## config.mk

```make
export PLATFORM = sky130hd
export DESIGN_NAME = analog_pad_serial_responder
export DESIGN_NICKNAME = d
export VERILOG_FILES = /design/src/sv/apsr_pkg.sv /design/src/sv/apsr_engine.sv /design/src/sv/analog_pad_serial_responder.sv
export VERILOG_INCLUDE_DIRS = /design/src /design/src/sv
export SDC_FILE = /design/constraint.sdc
export NUM_CORES = 1
export LEC_CHECK = 0
export BUFFER_PORTS_ARGS = -buffer_cell sky130_fd_sc_hd__buf_2
export CORE_AREA = 2 2 89 91
export DETAILED_ROUTE_END_ITERATION = 6
export DIE_AREA = 0 0 91 93
export PLACE_DENSITY = 0.81
export SLEW_MARGIN = 10
export SYNTH_ARGS = -nofsm -noshare
export SYNTH_HDL_FRONTEND = slang
export SYNTH_SLANG_ARGS = --single-unit
```

## constraint.sdc

```tcl
create_clock -name clock -period 5.35 [get_ports clock]
set_input_delay 1.07 -clock clock [delete_from_list [all_inputs] [get_ports clock]]
set_output_delay 1.07 -clock clock [all_outputs]
set_load 0.03 [all_outputs]
```

## src/sv/analog_pad_serial_responder_assert.svh

```systemverilog
// Assertion helpers used by the pad responder top module.
// Every macro samples on clock and is disabled while reset is high.
`ifndef ANALOG_PAD_SERIAL_RESPONDER_ASSERT_SVH
`define ANALOG_PAD_SERIAL_RESPONDER_ASSERT_SVH

// Same-cycle implication.
`define APSR_ASSERT_IMPLY(label, ante, cons) \
   label: assert property (@(posedge clock) disable iff (reset) (ante) |-> (cons)) \
      else $error("pad responder check failed: same-cycle implication");

// Next-cycle implication.
`define APSR_ASSERT_NEXT(label, ante, cons) \
   label: assert property (@(posedge clock) disable iff (reset) (ante) |=> (cons)) \
      else $error("pad responder check failed: next-cycle implication");

`endif

```

## src/sv/apsr_pkg.sv

```systemverilog
package apsr_pkg;

   // Protocol bytes
   localparam logic [7:0] START_BYTE = 8'h01;
   localparam logic [7:0] ID_DIGITAL = 8'h53;
   localparam logic [7:0] ID_ANALOG  = 8'h73;
   localparam logic [7:0] DATA_MARK  = 8'h5A;
   localparam logic [7:0] READ_CMD   = 8'h42;
   localparam logic [7:0] ALL_ONES   = 8'hFF;

   // Transmit queue geometry
   localparam int TX_DEPTH = 8;
   localparam logic [3:0] TX_ID_COUNT   = 4'd1;
   localparam logic [3:0] TX_POLL_COUNT = 4'd7;

   typedef enum logic [1:0] {
      PH_START = 2'd0,
      PH_CMD   = 2'd1,
      PH_DATA  = 2'd2,
      PH_ABORT = 2'd3
   } phase_type;

   typedef struct packed {
      logic       select_line;
      logic       clock_strobe;
      logic       txd;
      logic [7:0] buttons_first;
      logic [7:0] buttons_second;
      logic [7:0] right_x;
      logic [7:0] right_y;
      logic [7:0] left_x;
      logic [7:0] left_y;
   } req_type;

   typedef struct packed {
      logic rxd;
      logic ack_level;
      logic ack_pulse;
      logic pad_polled;
   } rsp_type;

endpackage

```

## src/sv/apsr_engine.sv

```systemverilog
module apsr_engine (
   input  logic             clock,
   input  logic             reset,
   input  logic             step,
   input  apsr_pkg::req_type req,
   input  logic             digital_mode,
   output apsr_pkg::rsp_type rsp
);
   import apsr_pkg::*;

   logic       select_prev_ff, select_prev_in;
   phase_type  phase_ff, phase_in;
   logic [2:0] bit_index_ff, bit_index_in;
   logic [7:0] rx_shift_ff, rx_shift_in;
   logic [2:0] tx_index_ff, tx_index_in;
   logic [3:0] tx_remaining_ff, tx_remaining_in;
   logic [7:0] tx_bytes_ff [TX_DEPTH];
   logic [7:0] tx_bytes_in [TX_DEPTH];

   // Work out one transaction step: select edge first, then the clock strobe
   always_comb begin
      logic       rise;
      logic       clk_bit;
      logic       byte_done;
      logic [7:0] tx_cur;
      phase_type  ph;
      logic [2:0] bi;
      logic [2:0] ti;
      logic [3:0] tr;
      logic [7:0] rx;

      rise    = !select_prev_ff && req.select_line;
      clk_bit = req.clock_strobe && req.select_line;

      ph = rise ? PH_START : phase_ff;
      bi = rise ? 3'd0 : bit_index_ff;
      ti = rise ? 3'd0 : tx_index_ff;
      tr = rise ? 4'd0 : tx_remaining_ff;
      rx = rx_shift_ff;

      for (int i = 0; i < TX_DEPTH; i++) begin
         tx_bytes_in[i] = tx_bytes_ff[i];
      end

      tx_cur         = tx_bytes_ff[ti];
      rsp.rxd        = 1'b1;
      rsp.ack_pulse  = 1'b0;
      rsp.pad_polled = 1'b0;
      byte_done      = 1'b0;

      if (clk_bit) begin
         if (tr != 4'd0) begin
            rsp.rxd = tx_cur[bi];
         end
         rx[bi]    = req.txd;
         bi        = bi + 3'd1;
         byte_done = (bi == 3'd0);
      end

      // Close a byte: advance the queue, then decode what the host sent
      if (byte_done) begin
         if (tr != 4'd0) begin
            ti = ti + 3'd1;
            tr = tr - 4'd1;
         end
         unique case (ph)
            PH_START: begin
               if (rx != START_BYTE) begin
                  ph = PH_ABORT;
               end else begin
                  tx_bytes_in[0] = digital_mode ? ID_DIGITAL : ID_ANALOG;
                  ti = 3'd0;
                  tr = TX_ID_COUNT;
                  ph = PH_CMD;
               end
            end
            PH_CMD: begin
               tx_bytes_in[0] = DATA_MARK;
               if (rx == READ_CMD) begin
                  tx_bytes_in[1] = ALL_ONES ^ req.buttons_first;
                  tx_bytes_in[2] = ALL_ONES ^ req.buttons_second;
                  tx_bytes_in[3] = req.right_x;
                  tx_bytes_in[4] = req.right_y;
                  tx_bytes_in[5] = req.left_x;
                  tx_bytes_in[6] = req.left_y;
                  ti = 3'd0;
                  tr = TX_POLL_COUNT;
                  ph = PH_DATA;
                  rsp.pad_polled = 1'b1;
               end else begin
                  tx_bytes_in[1] = 8'd0;
                  tx_bytes_in[2] = 8'd0;
                  ti = 3'd0;
                  tr = 4'd0;
                  ph = PH_ABORT;
               end
            end
            PH_DATA, PH_ABORT: begin
               // keep receiving, no reaction
            end
         endcase
         rsp.ack_pulse = (tr != 4'd0);
      end

      rsp.ack_level = req.select_line && (bi == 3'd0) && (tr != 4'd0);

      select_prev_in  = req.select_line;
      phase_in        = ph;
      bit_index_in    = bi;
      rx_shift_in     = rx;
      tx_index_in     = ti;
      tx_remaining_in = tr;
   end

   // Commit the step when a transaction is accepted
   always_ff @(posedge clock) begin
      if (reset) begin
         select_prev_ff  <= 1'b0;
         phase_ff        <= PH_START;
         bit_index_ff    <= 3'd0;
         rx_shift_ff     <= 8'd0;
         tx_index_ff     <= 3'd0;
         tx_remaining_ff <= 4'd0;
         for (int i = 0; i < TX_DEPTH; i++) begin
            tx_bytes_ff[i] <= 8'd0;
         end
      end else if (step) begin
         select_prev_ff  <= select_prev_in;
         phase_ff        <= phase_in;
         bit_index_ff    <= bit_index_in;
         rx_shift_ff     <= rx_shift_in;
         tx_index_ff     <= tx_index_in;
         tx_remaining_ff <= tx_remaining_in;
         for (int i = 0; i < TX_DEPTH; i++) begin
            tx_bytes_ff[i] <= tx_bytes_in[i];
         end
      end
   end

endmodule

```

## src/sv/analog_pad_serial_responder.sv

```systemverilog
// Latency: a result is valid in the cycle after its request is accepted.
// Throughput: one request per cycle; the single result register stalls
// the request side only while a held result is itself stalled.
// Reset (synchronous, active high): pad state, transmit queue and the
// digital stick mode clear to zero; the result register empties.
module analog_pad_serial_responder (
   input  logic              clock,
   input  logic              reset,
   input  logic              req_valid,
   output logic              req_stall,
   input  apsr_pkg::req_type req_data,
   output logic              rsp_valid,
   input  logic              rsp_stall,
   output apsr_pkg::rsp_type rsp_data,
   input  logic              csr_valid,
   output logic              csr_ready,
   input  logic              csr_data
);
   import apsr_pkg::*;
   `include "analog_pad_serial_responder_assert.svh"

   logic    mode_ff;
   logic    rsp_valid_ff, rsp_valid_in;
   rsp_type rsp_data_ff;
   rsp_type step_rsp;
   logic    req_take;

   // Accept whenever the result register is free or draining this cycle
   assign req_stall = rsp_valid_ff && rsp_stall;
   assign req_take  = req_valid && !req_stall;
   assign csr_ready = 1'b1;

   apsr_engine u_engine (
      .clock        (clock),
      .reset        (reset),
      .step         (req_take),
      .req          (req_data),
      .digital_mode (mode_ff),
      .rsp          (step_rsp)
   );

   // Hold a result until taken; load the next one behind it
   always_comb begin
      rsp_valid_in = rsp_valid_ff;
      if (req_take) begin
         rsp_valid_in = 1'b1;
      end else if (!rsp_stall) begin
         rsp_valid_in = 1'b0;
      end
   end

   always_ff @(posedge clock) begin
      if (reset) begin
         rsp_valid_ff <= 1'b0;
         mode_ff      <= 1'b0;
      end else begin
         rsp_valid_ff <= rsp_valid_in;
         if (csr_valid && csr_ready) begin
            mode_ff <= csr_data;
         end
      end
   end

   always_ff @(posedge clock) begin
      if (req_take) begin
         rsp_data_ff <= step_rsp;
      end
   end

   assign rsp_valid = rsp_valid_ff;
   assign rsp_data  = rsp_data_ff;

   `APSR_ASSERT_IMPLY(a_pulse_has_ack, rsp_valid_ff && rsp_data_ff.ack_pulse, rsp_data_ff.ack_level)
   `APSR_ASSERT_IMPLY(a_poll_has_pulse, rsp_valid_ff && rsp_data_ff.pad_polled, rsp_data_ff.ack_pulse)
   `APSR_ASSERT_NEXT(a_take_gives_result, req_take, rsp_valid_ff)

endmodule
```

=== After elaboration in Yosys (flattened, before gate mapping) ===
Memory sizes are Yosys's and may differ from the RTL's.
Index checks and enable logic that the tools add are counted.
W data, S select, Z words.

* $add $sub $neg: 3
* $mul: 0
* Div/mod/pow operators: 0
* Magnitude comparators: 2
* Equality and inequality tests: 13
* Shift operators: 0
* Multiplexer cells: 49
* Bitwise logic cells: 10
* Reductions and logical operators: 21

{| class="wikitable"
|+ Operators with widths
! operator !! count
|-
| $mux W8 || 10
|-
| $mux W56 || 1
|-
| $mux W48 || 1
|-
| $mux W32 || 1
|-
| $mux W3 || 7
|-
| $mux W4 || 5
|-
| $mux W16 || 1
|-
| $not A8 Y8 || 2
|-
| $pmux W8 S2 || 1
|-
| $mux W1 || 12
|-
| $reduce_bool A4 Y1 || 3
|-
| $ne A3 B3 Y1 const B || 3
|-
| $bwmux W8 || 1
|-
| $eq A8 B7 Y1 const B || 1
|-
| $ne A8 B1 Y1 const B || 1
|-
| $or A1 B1 Y1 || 8
|-
| $pmux W4 S2 || 1
|-
| $reduce_and A4 Y1 || 2
|-
| $logic_and A1 B1 Y1 || 7
|-
| $add A3 B1 Y3 const B || 2
|-
| $logic_not A3 Y1 || 2
|-
| $mux W2 || 3
|-
| $mux W6 || 1
|-
| $pmux W3 S2 || 1
|-
| other kinds (15) || 21
|}

* Bits in registers: 27
* Latch bits: 0
* RAM bits: 64
* Bits in read-only memories: 0
* Bits of input ports: 57
* Memories kept: 1

{| class="wikitable"
|+ Memories
! memory !! words !! width !! read ports !! clocked after Yosys merged registers in !! write ports !! line !! RTL
|-
| u_engine.tx_bytes_ff || 8 || 8 || 1 || 0 || 8 || apsr_engine.sv:17 || <nowiki>logic [7:0] tx_bytes_ff [TX_DEPTH];</nowiki>
|}

=== Longest topological paths before layout ===
* Depth in word-level cells: 16
* Gate-level depth with buffers: 14
* Mapped depth without buffers: 10

=== Hierarchy ===
From an unflattened synthesis, not the netlist that was laid out.

* Cells, all modules: 421
* Area, all modules: 4211.5 µm²

{| class="wikitable"
|+ Modules (own cells, without submodules)
! module !! instances !! cells an instance !! area an instance (µm²)
|-
| apsr_engine || 1 || 407 || 4000.1
|-
| analog_pad_serial_responder || 1 || 14 || 211.5
|}

=== Worst setup path after synthesis ===
OpenSTA, ideal clock, no wires.

* Path kind: input port to flip-flop
* From: input req_data[50] (netlist name)
* To: memory u_engine.tx_bytes_ff[3][0], enable pin
* Library setup time: 0.389 ns
* Arrival: 3.602 ns
* Required time: 4.961 ns
* Slack: 1.359 ns
* Stages: 10
* Buffers on the path: 2
* Cells stage by stage: buf_2 -> nand4_1 -> nor2_1 -> mux2i_1 -> nand3_1 -> nor2_4 -> nand2_2 -> or3_1 -> buf_6 -> or2b_1

{| class="wikitable"
|+ RTL lines
! item !! line !! RTL
|-
| start, declared || analog_pad_serial_responder.sv:11 || <nowiki>input apsr_pkg::req_type req_data,</nowiki>
|-
| end, declared || apsr_engine.sv:17 ||
|}

==> impl_metrics.env <==
export IMPL_post_place_ws_ns=1.11
export IMPL_finalWeightedCongestion=0.944
export IMPL_dieArea_um2=8460
export IMPL_crit_start="u_engine.bit_index_ff[0]"
export IMPL_crit_fanout=26
export IMPL_cp_slowest_cell="dfxtp_1"
export IMPL_ys_types=64
export IMPL_first_pass_iters=5
export IMPL_slowest_delay_ns=0.77
export IMPL_finalSetupViolCount=0
export IMPL_synth_edf_count=55
export IMPL_ioPinCount=64
export IMPL_synth_flop_cell="edfxtp_1"
export IMPL_chipWidth_um=91
export IMPL_netlist_instances=440
export IMPL_hold_viol=0
export IMPL_crit_type="register to register"
export IMPL_async_flop_share_pct=0
export IMPL_fin_setup_tns_ns=0
export IMPL_syn_avg_cell_area_um2=9.95
export IMPL_cp_top_family="simple AND/OR/NAND/NOR gates"
export IMPL_hpwl_mm=6.44
export IMPL_tightest_slew_ns=1.06
export IMPL_outcome="finished clean"
export IMPL_min_period_over_period_pct=73.3
export IMPL_yosys_area_top_type="edfxtp_1"
export IMPL_vdd_drop_max_v=0.000189
export IMPL_fin_skew_ns=0.0133
export IMPL_endpoint_kind="register"
export IMPL_power_density_nw_per_um2=263
export IMPL_cts_tree="done"
export IMPL_antenna_found_initial=0
export IMPL_cts_resized=0
export IMPL_synth_area_leaders="edfxtp_1 (38%), dfxtp_1 (11%), a21oi_1 (4.5%), and2_1 (4.0%), nor2_1 (3.5%)"
export IMPL_synth_top_area_share_pct=37.7
export IMPL_synth_fp_nets=499
export IMPL_cts_sinks=79
export IMPL_cts_buffers=9
export IMPL_grt_pass1_vias=3275
export IMPL_grt_pass1_wl_mm=15.8
export IMPL_cp_arrival_ns=3.95
export IMPL_ctsHoldBuffers=0
export IMPL_rrSetupSlack_ns=1.43
export IMPL_min_path_cells=2
export IMPL_cts_buffer_depth=2
export IMPL_wirelength_mm=9.47
export IMPL_clk_latency_ns=0.36
export IMPL_slew_viol_final=0
export IMPL_antenna_cells=0
export IMPL_fin_cells=590
export IMPL_rows=32
export IMPL_ys_seq_elements=79
export IMPL_nNetsFinal=542
export IMPL_r2r_start="u_engine.bit_index_ff[0]"
export IMPL_synth_warnings=0
export IMPL_fillCellCount=648
export IMPL_grt_max_degree=40
export IMPL_crit_cells=10
export IMPL_routedWlPerCell_um=16.1
export IMPL_critPathCapture="u_engine.tx_bytes_ff[6][4]"
export IMPL_drt_initial_drc_count=282
export IMPL_coreArea_um2=7530
export IMPL_worst_r2r_path_depth=10
export IMPL_grt_remaining_overflow=0
export IMPL_fin_crit_ns=3.92
export IMPL_multi_input_area_um2=2040
export IMPL_root_buffer="clkbuf_8"
export IMPL_groute_usage_overall_pct=23.7
export IMPL_maxSlewHeadroom_pct=29.2
export IMPL_drc=0
export IMPL_vias_per_cell=5.85
export IMPL_regArea_um2=2130
export IMPL_htreeDepth=3
export IMPL_cts_setup_buffers=0
export IMPL_finalPower_mw=1.28
export IMPL_min_path_type="register to register"
export IMPL_rr_endpoint="u_engine.tx_bytes_ff[6][4]"
export IMPL_drv_cap=0
export IMPL_vias=3450
export IMPL_rsz0062_at_grt="false"
export IMPL_clk_pin_slew_ns=0.09
export IMPL_start_util_pct=58.2
export IMPL_fin_ws_ns=1.43
export IMPL_io_buffers=62
export IMPL_netlist_area_um2=4380
export IMPL_path_buf_inv=2
export IMPL_drive_above_1_share_pct=22.7
export IMPL_cp_start_kind="register"
export IMPL_cp_required_ns=5.38
export IMPL_dp_cells=574
export IMPL_fmax_ghz=0.255
export IMPL_ant_nets=0
export IMPL_die_h_um=93
export IMPL_ys_seq_area_share_pct=48.7
export IMPL_cp_common_cell="buf_4"
export IMPL_leakagePower_nw=1.80
export IMPL_crit_chain="nand2_1 > nor2_1 > mux2i_1 > nand3_1 > nor2_4 > nand2_2 > or3_1 > buf_4 > or2b_1 > buf_4"
export IMPL_synth_most_common_cell="edfxtp_1"
export IMPL_holdWs_ns=0.470
export IMPL_syn2layout_area_growth_pct=11.2
export IMPL_synth_common_cells="edfxtp_1 (55), nor2_1 (41), a21oi_1 (39), nand2_1 (35), and2_1 (28)"
## cells by family after synthesis
logic type / after synthesis / share of synthesized area [%]
simple gates: 190 / 24.1
compound gates: 107 / 16.3
flops: 79 / 48.7
buf+inv: 43 / 4.77
mux: 18 / 5.40
fa+ha+maj: 2 / 0.572
other cells: 1 / 0.0857
## placed cells by master, fill, tap and decap left out, types with 9 or more instances in the layout
| master | n |
|---|---|
| a21oi_1 | 39 |
| and2_1 | 28 |
| buf_2 | 62 |
| clkbuf_8 | 9 |
| dfxtp_1 | 24 |
| edfxtp_1 | 55 |
| inv_1 | 9 |
| mux2i_1 | 9 |
| nand2_1 | 35 |
| nand3_1 | 18 |
| nor2_1 | 41 |
| nor2_4 | 11 |
| nor2b_1 | 16 |
| o21ai_0 | 15 |
## registers in the layout (all words and copies together), names as in the netlist
name and flops:
mode_ff 1, rsp_data 4, rsp_valid 1, u_engine.bit_index_ff 3, u_engine.phase_ff 2, u_engine.rx_shift_ff 8, u_engine.select_prev_ff 1, u_engine.tx_bytes_ff 52
u_engine.tx_index_ff 3, u_engine.tx_remaining_ff 4
## worst min-delay path by stage
stage / slack [ns] / end / from
after floorplan: 0.44 / u_engine.rx_shift_ff[7] / u_engine.rx_shift_ff[7]
after global placement: 0.44 / u_engine.rx_shift_ff[7] / u_engine.rx_shift_ff[7]
after detailed placement: 0.45 / u_engine.rx_shift_ff[7] / u_engine.rx_shift_ff[7]
after CTS: 0.47 / u_engine.rx_shift_ff[7] / u_engine.rx_shift_ff[7]
after global routing: 0.48 / u_engine.rx_shift_ff[7] / u_engine.rx_shift_ff[7]
final: 0.47 / u_engine.rx_shift_ff[7] / u_engine.rx_shift_ff[7]
## power by group
part           leakage (nW)  internal (mW)  switching (mW)  total [mW]
sequential            0.719          0.679          0.0196       0.698
combinational         0.981         0.0533          0.0774       0.131
clock                0.0972          0.216           0.233       0.449
## metal layers
layer | up-vias | global-route usage, % | wire length (µm)
met5 | - | 0 | 0
met4 | 0 | 12.4 | 304
met3 | 29 | 4.43 | 566
met2 | 153 | 38.3 | 4590
met1 | 1587 | 30.5 | 4020
li1 | 1681 | - | -
## worst reg2reg max path, stage by stage (launching register included)
cell     delay (ns)
dfxtp_1        0.77
nand2_1        0.27
nor2_1         0.53
mux2i_1        0.28
nand3_1        0.14
nor2_4         0.18
nand2_2        0.11
or3_1          0.35
buf_4          0.25
or2b_1         0.34
buf_4          0.36
## stage by stage
step | cell area [µm²] | utilization (%)
final | 4870 | 64.7
after floorplan | 4380 | -
after global placement | 4670 | 62.1
after global routing | 4870 | 64.7
after CTS | 4870 | 64.7
after detailed placement | 4670 | 62.1
## cell type report
class                   instances  share of cell area (%)
flip-flops and latches         79                    43.8
repair buffers                 66                    6.99
clock buffers                   9                    2.54
multi-input cells             318                    41.9
inverters                       9                   0.694
well taps                     102                    2.62
clock inverters                 7                    1.49
(Power assumes the default switching activity.)
